### src/design/vrz_pkg.sv
package vrz_pkg;

  localparam int LEAF_W = 13;
  localparam logic [7:0] FILL_BYTE = 8'hff;

  typedef struct packed {
    logic       mode;
    logic [7:0] data_byte;
  } item_t;

  typedef struct packed {
    logic [63:0] vis_word;
    logic [5:0]  word_index;
    logic        row_last;
  } result_t;

  localparam logic [1:0] CMD_LIT  = 2'd0;
  localparam logic [1:0] CMD_ZERO = 2'd1;
  localparam logic [1:0] CMD_FILL = 2'd2;

  typedef struct packed {
    logic [1:0] kind;
    logic [7:0] value;
  } cmd_t;

endpackage

### src/design/vrz_front.sv
module vrz_front (
  input  logic          clk,
  input  logic          rst,
  input  logic          clear,
  input  logic          push,
  input  vrz_pkg::item_t item,
  output logic          full,
  input  logic          q_full,
  output logic          q_push,
  output vrz_pkg::cmd_t q_cmd
);
  import vrz_pkg::*;

  logic count_expected;
  logic count_expected_next;
  logic accept;

  assign full   = q_full;
  assign accept = push && !q_full;

  always_comb begin
    q_push              = 1'b0;
    q_cmd.kind          = CMD_LIT;
    q_cmd.value         = item.data_byte;
    count_expected_next = count_expected;
    if (accept) begin
      priority if (item.mode) begin
        q_push              = 1'b1;
        q_cmd.kind          = CMD_FILL;
        count_expected_next = 1'b0;
      end else if (count_expected) begin
        count_expected_next = 1'b0;
        if (item.data_byte != 8'd0) begin
          q_push     = 1'b1;
          q_cmd.kind = CMD_ZERO;
        end
      end else if (item.data_byte == 8'd0) begin
        count_expected_next = 1'b1;
      end else begin
        q_push     = 1'b1;
        q_cmd.kind = CMD_LIT;
      end
    end
  end

  always_ff @(posedge clk) begin
    if (rst || clear) begin
      count_expected <= 1'b0;
    end else begin
      count_expected <= count_expected_next;
    end
  end

endmodule

### src/design/vrz_cmd_queue.sv
module vrz_cmd_queue (
  input  logic          clk,
  input  logic          rst,
  input  logic          wr,
  input  vrz_pkg::cmd_t wr_cmd,
  output logic          full,
  input  logic          rd,
  output vrz_pkg::cmd_t rd_cmd,
  output logic          empty
);
  import vrz_pkg::*;

  cmd_t       entries [2];
  logic       wr_ptr;
  logic       rd_ptr;
  logic [1:0] count;
  logic       do_wr;
  logic       do_rd;

  assign full   = (count == 2'd2);
  assign empty  = (count == 2'd0);
  assign do_wr  = wr && !full;
  assign do_rd  = rd && !empty;
  assign rd_cmd = entries[rd_ptr];

  always_ff @(posedge clk) begin
    if (rst) begin
      wr_ptr <= 1'b0;
      rd_ptr <= 1'b0;
      count  <= 2'd0;
    end else begin
      if (do_wr) begin
        wr_ptr <= !wr_ptr;
      end
      if (do_rd) begin
        rd_ptr <= !rd_ptr;
      end
      if (do_wr && !do_rd) begin
        count <= count + 2'd1;
      end else if (do_rd && !do_wr) begin
        count <= count - 2'd1;
      end
    end
  end

  always_ff @(posedge clk) begin
    if (do_wr) begin
      entries[wr_ptr] <= wr_cmd;
    end
  end

endmodule

### src/design/vrz_back.sv
module vrz_back #(
  parameter int MAX_ROW_BYTES = 512
) (
  input  logic                                  clk,
  input  logic                                  rst,
  input  logic                                  clear,
  input  logic [$clog2(MAX_ROW_BYTES+1)-1:0]    row_bytes,
  input  logic                                  q_empty,
  input  vrz_pkg::cmd_t                         q_cmd,
  output logic                                  q_pop,
  output logic                                  empty,
  input  logic                                  pop,
  output vrz_pkg::result_t                      result
);
  import vrz_pkg::*;

  localparam int PW = $clog2(MAX_ROW_BYTES + 1);
  localparam int CW = (PW > 8) ? PW : 8;

  logic          active;
  logic [1:0]    kind;
  logic [7:0]    value;
  logic [CW-1:0] cnt;
  logic [PW-1:0] bytes_out;
  logic [63:0]   word_buffer;
  logic          out_valid;
  result_t       out_word;

  logic [2:0]    off;
  logic [3:0]    room;
  logic [PW-1:0] remain;
  logic [CW-1:0] take_w;
  logic [3:0]    take;
  logic [3:0]    span_end;
  logic [PW-1:0] new_pos;
  logic          last;
  logic          emit;
  logic [63:0]   ins;
  logic [63:0]   word_new;
  logic          slot_free;
  logic          step;
  logic          load;
  logic [CW-1:0] cnt_rem;
  logic [PW+5:0] pos_ext;

  assign off      = bytes_out[2:0];
  assign room     = 4'd8 - {1'b0, off};
  assign remain   = row_bytes - bytes_out;

  always_comb begin
    take_w = cnt;
    if (CW'(room) < take_w) begin
      take_w = CW'(room);
    end
    if (CW'(remain) < take_w) begin
      take_w = CW'(remain);
    end
  end

  assign take     = take_w[3:0];
  assign span_end = {1'b0, off} + take;
  assign new_pos  = bytes_out + PW'(take);
  assign last     = (new_pos == row_bytes);
  assign emit     = (new_pos[2:0] == 3'd0) || last;
  assign cnt_rem  = cnt - CW'(take);
  assign pos_ext  = {6'd0, bytes_out};

  always_comb begin
    for (int i = 0; i < 8; i++) begin
      ins[i*8 +: 8] = 8'd0;
      if (kind == CMD_FILL && 4'(i) >= {1'b0, off} && 4'(i) < span_end) begin
        ins[i*8 +: 8] = FILL_BYTE;
      end else if (kind == CMD_LIT && 3'(i) == off) begin
        ins[i*8 +: 8] = value;
      end
    end
  end

  assign word_new  = word_buffer | ins;
  assign slot_free = !out_valid || pop;
  assign step      = active && (!emit || slot_free);
  assign load      = !active && !q_empty;
  assign q_pop     = load;
  assign empty     = !out_valid;
  assign result    = out_word;

  always_ff @(posedge clk) begin
    if (rst) begin
      out_valid <= 1'b0;
    end else if (step && emit) begin
      out_valid <= 1'b1;
    end else if (pop) begin
      out_valid <= 1'b0;
    end
  end

  always_ff @(posedge clk) begin
    if (rst || clear) begin
      active      <= 1'b0;
      bytes_out   <= '0;
      word_buffer <= '0;
    end else if (load) begin
      active <= 1'b1;
      if (q_cmd.kind == CMD_FILL) begin
        bytes_out   <= '0;
        word_buffer <= '0;
      end
    end else if (step) begin
      bytes_out   <= last ? '0 : new_pos;
      word_buffer <= emit ? 64'd0 : word_new;
      if (last || cnt_rem == '0) begin
        active <= 1'b0;
      end
    end
  end

  always_ff @(posedge clk) begin
    if (load) begin
      kind  <= q_cmd.kind;
      value <= q_cmd.value;
      unique case (q_cmd.kind)
        CMD_ZERO: cnt <= CW'(q_cmd.value);
        CMD_FILL: cnt <= CW'(row_bytes);
        default:  cnt <= CW'(1);
      endcase
    end else if (step) begin
      cnt <= cnt_rem;
    end
    if (step && emit) begin
      out_word.vis_word   <= word_new;
      out_word.word_index <= pos_ext[8:3];
      out_word.row_last   <= last;
    end
  end

endmodule

### src/design/visibility_row_zero_rle_decoder.sv
// A literal byte that completes a word passes through the command queue, the back unit's
// command registers (load) and the output register (step) before it shows on the result port.
// The back unit takes one queued command at a time, a new one only when done with the last:
// a literal byte is one step, a zero run or full 0xff row one step per word touched; a waiting
// result word stalls the back unit, and the two-entry command queue then raises full.
// Reset (synchronous, active high) empties both queues, sets row_bytes to 1 and starts a row.
module visibility_row_zero_rle_decoder #(
  parameter int MAX_ROW_BYTES = 512
) (
  input  logic                          clk,
  input  logic                          rst,
  input  logic                          push,
  output logic                          full,
  input  vrz_pkg::item_t                item,
  output logic                          empty,
  input  logic                          pop,
  output vrz_pkg::result_t              result,
  input  logic                          cfg_valid,
  output logic                          cfg_ready,
  input  logic [vrz_pkg::LEAF_W-1:0]    cfg_data
);
  import vrz_pkg::*;

  localparam int PW = $clog2(MAX_ROW_BYTES + 1);

  logic [PW-1:0] row_bytes;
  logic          cfg_we;
  logic [13:0]   leaf_sum;
  logic [31:0]   rb_ext;
  logic [PW-1:0] rb_clamped;

  logic          q_full;
  logic          q_empty;
  logic          q_push;
  logic          q_pop;
  cmd_t          q_wr_cmd;
  cmd_t          q_rd_cmd;

  assign cfg_ready = 1'b1;
  assign cfg_we    = cfg_valid && cfg_ready;
  assign leaf_sum  = {1'b0, cfg_data} + 14'd7;
  assign rb_ext    = 32'(leaf_sum[13:3]);

  always_comb begin
    priority if (rb_ext == 32'd0) begin
      rb_clamped = PW'(1);
    end else if (rb_ext > 32'(MAX_ROW_BYTES)) begin
      rb_clamped = PW'(MAX_ROW_BYTES);
    end else begin
      rb_clamped = rb_ext[PW-1:0];
    end
  end

  always_ff @(posedge clk) begin
    if (rst) begin
      row_bytes <= PW'(1);
    end else if (cfg_we) begin
      row_bytes <= rb_clamped;
    end
  end

  vrz_front u_front (
    .clk    (clk),
    .rst    (rst),
    .clear  (cfg_we),
    .push   (push),
    .item   (item),
    .full   (full),
    .q_full (q_full),
    .q_push (q_push),
    .q_cmd  (q_wr_cmd)
  );

  vrz_cmd_queue u_queue (
    .clk    (clk),
    .rst    (rst),
    .wr     (q_push),
    .wr_cmd (q_wr_cmd),
    .full   (q_full),
    .rd     (q_pop),
    .rd_cmd (q_rd_cmd),
    .empty  (q_empty)
  );

  vrz_back #(
    .MAX_ROW_BYTES(MAX_ROW_BYTES)
  ) u_back (
    .clk       (clk),
    .rst       (rst),
    .clear     (cfg_we),
    .row_bytes (row_bytes),
    .q_empty   (q_empty),
    .q_cmd     (q_rd_cmd),
    .q_pop     (q_pop),
    .empty     (empty),
    .pop       (pop),
    .result    (result)
  );

endmodule

### config.mk
export PLATFORM = sky130hd
export DESIGN_NAME = visibility_row_zero_rle_decoder
export DESIGN_NICKNAME = d
export VERILOG_FILES = /design/src/design/vrz_pkg.sv /design/src/design/vrz_front.sv /design/src/design/vrz_cmd_queue.sv /design/src/design/vrz_back.sv /design/src/design/visibility_row_zero_rle_decoder.sv
export SDC_FILE = /design/constraint.sdc
export NUM_CORES = 1
export LEC_CHECK = 0
export BUFFER_PORTS_ARGS = -buffer_cell sky130_fd_sc_hd__buf_2
export CAP_MARGIN = 30
export CELL_PAD_IN_SITES_DETAIL_PLACEMENT = 0
export CELL_PAD_IN_SITES_GLOBAL_PLACEMENT = 1
export CORE_AREA = 10 10 209 211
export CTS_CLUSTER_DIAMETER = 40
export DETAILED_ROUTE_END_ITERATION = 6
export DIE_AREA = 0 0 219 221
export PLACE_DENSITY = 0.45
export SLEW_MARGIN = 20
export SYNTH_ARGS = -nofsm -noshare
export SYNTH_HDL_FRONTEND = slang
export SYNTH_SLANG_ARGS = --single-unit
### constraint.sdc
create_clock -name clk -period 13 [get_ports clk]
set_input_delay 0.65 -clock clk [delete_from_list [all_inputs] [get_ports clk]]
set_output_delay 0.65 -clock clk [all_outputs]
set_load 0.1 [all_outputs]
==> impl_metrics.json <==
{
  "skew_ps": 24.0,
  "clkSinkCount": 203,
  "syn_to_final_growth_pct": 25.1,
  "start_util": 0.246,
  "crit_arrival_ps": 8380,
  "maxCapViolCount": 0,
  "synth_area_leaders": "edfxtp_1 (34%), dfxtp_1 (19%), a21oi_1 (8.2%)",
  "synth-seq-cells": 203,
  "p_leak_uw": 0.00478,
  "antenna_found_initial": 0,
  "drc": 0,
  "min_path_type": "input port to flop",
  "p_per_area_mw_per_mm2": 222,
  "routed_wl_um": 28500,
  "final-max-slew-violation-count": 0,
  "crit_slowest_cell": "dfxtp_1",
  "die_x_um": 219,
  "wire_per_inst_um": 17.7,
  "gr-usage-all-layers": 0.116,
  "max-clock-path-buffers": 3,
  "h-tree-depth": 2,
  "max_freq_ghz": 0.122,
  "core-area_mm2": 0.0395,
  "hpwlAfterDp_um": 20200,
  "relSlewSlack": 0.412,
  "synth_edf_count": 111,
  "period_share": 0.629,
  "grt_pass1_vias": 7601,
  "post_cts_resized": 0,
  "fin_nets": 1118,
  "synth_flop_cell": "edfxtp_1",
  "yosysWarnings": 0,
  "cts_tree": "done",
  "crit_family": "compound AO/OA/AOI/OAI gates",
  "cts-root-buf": "clkbuf_16",
  "die_y_um": 221,
  "rows": 73,
  "syn_inst": 949,
  "synth_area_mm2": 0.00970,
  "post-route-min-period_ps": 8170,
  "clk_latency_ps": 550,
  "n_fill_cell": 4123,
  "crit_buf_inv": 3,
  "crit_required_ps": 13200,
  "syn_area_per_cell_um2": 10.2,
  "ir_worst_vdd_mv": 0.110,
  "setup-violations-final": 0,
  "ys_types": 69,
  "rsz0062_at_grt": "no",
  "ant_nets": 0,
  "outcome": "finished clean",
  "ys_top_cells_by_count": "a21oi_1 (159), edfxtp_1 (111), nand2_1 (94)",
  "grt_max_degree": 72,
  "first_iter_violations": 298,
  "ios": 101,
  "yosysTopAreaCell": "edfxtp_1",
  "startpoint_type": "flop",
  "hold_violations": 0,
  "cts_setup_buffers": 0,
  "firstDrtPassIters": 4,
  "async_reset_ff_frac": 0,
  "cts.clk_slew.worst_paths_ps": 50,
  "diodes": 0,
  "worst-path-max-fanout": 57,
  "num_vias": 7382,
  "gp_congestion": 0.761,
  "portBuffers": 99,
  "end_kind": "flop",
  "grt_first_pass_wirelength_um": 44600,
  "hold_ws_ps": 308,
  "ys_seq_area_frac": 0.533,
  "final.setup.tns_ps": 0,
  "worstSetupPathType": "flop to flop",
  "vias_per_cell": 4.59,
  "tightest_slew_ps": 879,
  "synth_top_area_share": 0.344,
  "final_layout_size_suffix_gt1_frac": 0.205,
  "synth_most_common_cell": "a21oi_1",
  "die_area_mm2": 0.0484,
  "ctsHoldBuffers": 0,
  "cts_buffers": 40,
  "cp_slowest_stage_delay_ps": 610,
  "grt_overflow": 0
}
==> layout by cell type, fill, tap and decap left out, drive strengths merged, types with 8 or more instances in the layout <==
cell type,netlist,routed
a21oi,161,161
nor3,12,12
clkbuf,31,42
mux2,11,11
buf,25,112
a22o,14,14
edfxtp,111,111
and3,10,10
nand3,16,16
o21ai,50,50
o21a,14,14
dfxtp,92,92
nor2b,8,8
or2,10,10
a22oi,15,15
xnor2,26,26
clkinv,1,14
nand2b,13,13
a21o,10,10
nor2,47,47
inv,33,46
a311oi,10,10
ha,35,35
nand2,94,94
xor2,16,16
==> final timing paths <==
path	from	endpoint	slack, ps	depth (start not counted)
max reg2reg	u_back.bytes_out[1]	u_back.result[38]	4830	27
min	item[2]	u_queue.entries[1][2]	310	1
min reg2reg	u_back.word_buffer[12]	u_back.word_buffer[12]	460	1
max	u_back.bytes_out[1]	u_back.result[38]	4830	27
==> cells by family after synthesis <==
group	count (synthesis)	synth area share
AOI/OAI and AO/OA	313	0.197
and+or+nand+nor	243	0.122
DFF	203	0.533
buffers and inverters	90	0.0378
xor gates and xnor gates	42	0.0379
adders and majority gates	39	0.0524
muxes	18	0.0200
other	1	0.000386
==> power by group <==
group	leakage, µW	total (µW)	internal, µW	switching [µW]
combinational	0.00233	754	216	538
sequential	0.00179	914	811	103
clock	0.000664	1030	646	383
total	0.00478	2700	1670	1020
==> worst reg2reg max path, stage by stage, from the launching register on <==
cell and delay [ps]:
dfxtp_1 610, inv_1 250, ha_1 320, nor2b_1 130
o21a_1 170, o21ai_0 400, a21o_1 210, a21oi_1 80
o21ai_0 240, o211ai_1 140, ha_1 320, nand2_1 50
o21ai_0 480, a311oi_1 130, a21oi_1 470, o32ai_1 230
ha_1 270, fa_1 450, xor2_1 490, xnor2_1 180
o311ai_0 170, a2111oi_0 440, nand3_1 220, nor2_1 430
nor2_1 140, nor2_4 130, buf_4 270, buf_16 310
==> routing by layer <==
| metal | global-route usage | wire, µm | part of all wire | vias to the layer above |
|---|---|---|---|---|
| li1 | - | - | - | 3703 |
| met1 | 0.153 | 13600 | 0.48 | 3506 |
| met2 | 0.183 | 13000 | 0.46 | 138 |
| met3 | 0.0299 | 1350 | 0.047 | 35 |
| met4 | 0.0346 | 523 | 0.018 | 0 |
| met5 | 0 | 0 | 0 | - |
==> layout make-up <==
cell class / count / area (µm²) / area share
Sequential cell: 203 / 5170 / 0.426
Multi-Input combinational cell: 662 / 4210 / 0.347
Clock buffer: 42 / 1010 / 0.0831
Tap cell: 525 / 657 / 0.0541
Timing Repair Buffer: 112 / 611 / 0.0503
Clock inverter: 32 / 354 / 0.0292
Inverter: 34 / 128 / 0.0105
==> flip-flops by register name, indices dropped and copies added (netlist names), named ones only <==
register / flops
u_back.cnt: 10
u_back.bytes_out: 10
u_queue.wr_ptr: 1
u_queue.entries: 20
u_queue.rd_ptr: 1
u_front.count_expected: 1
u_back.word_buffer: 64
u_back.result: 71
u_queue.count: 2
u_back.out_valid: 1
u_back.value: 8
u_back.kind: 2
u_back.active: 1
row_bytes: 10
==> per-stage QoR <==
step	instance area (µm²)	setup slack [ps]	instances	power, µW	util
after floorplan	9730	3470	955	1460	-
after global placement	10700	4730	1533	1700	0.272
after detailed placement	10700	4690	1534	1690	0.272
after CTS	12100	4610	1608	2740	0.307
after global routing	12100	3940	1610	2840	0.308
final	12100	4830	1610	2700	0.308
(Power assumes the default switching activity.)
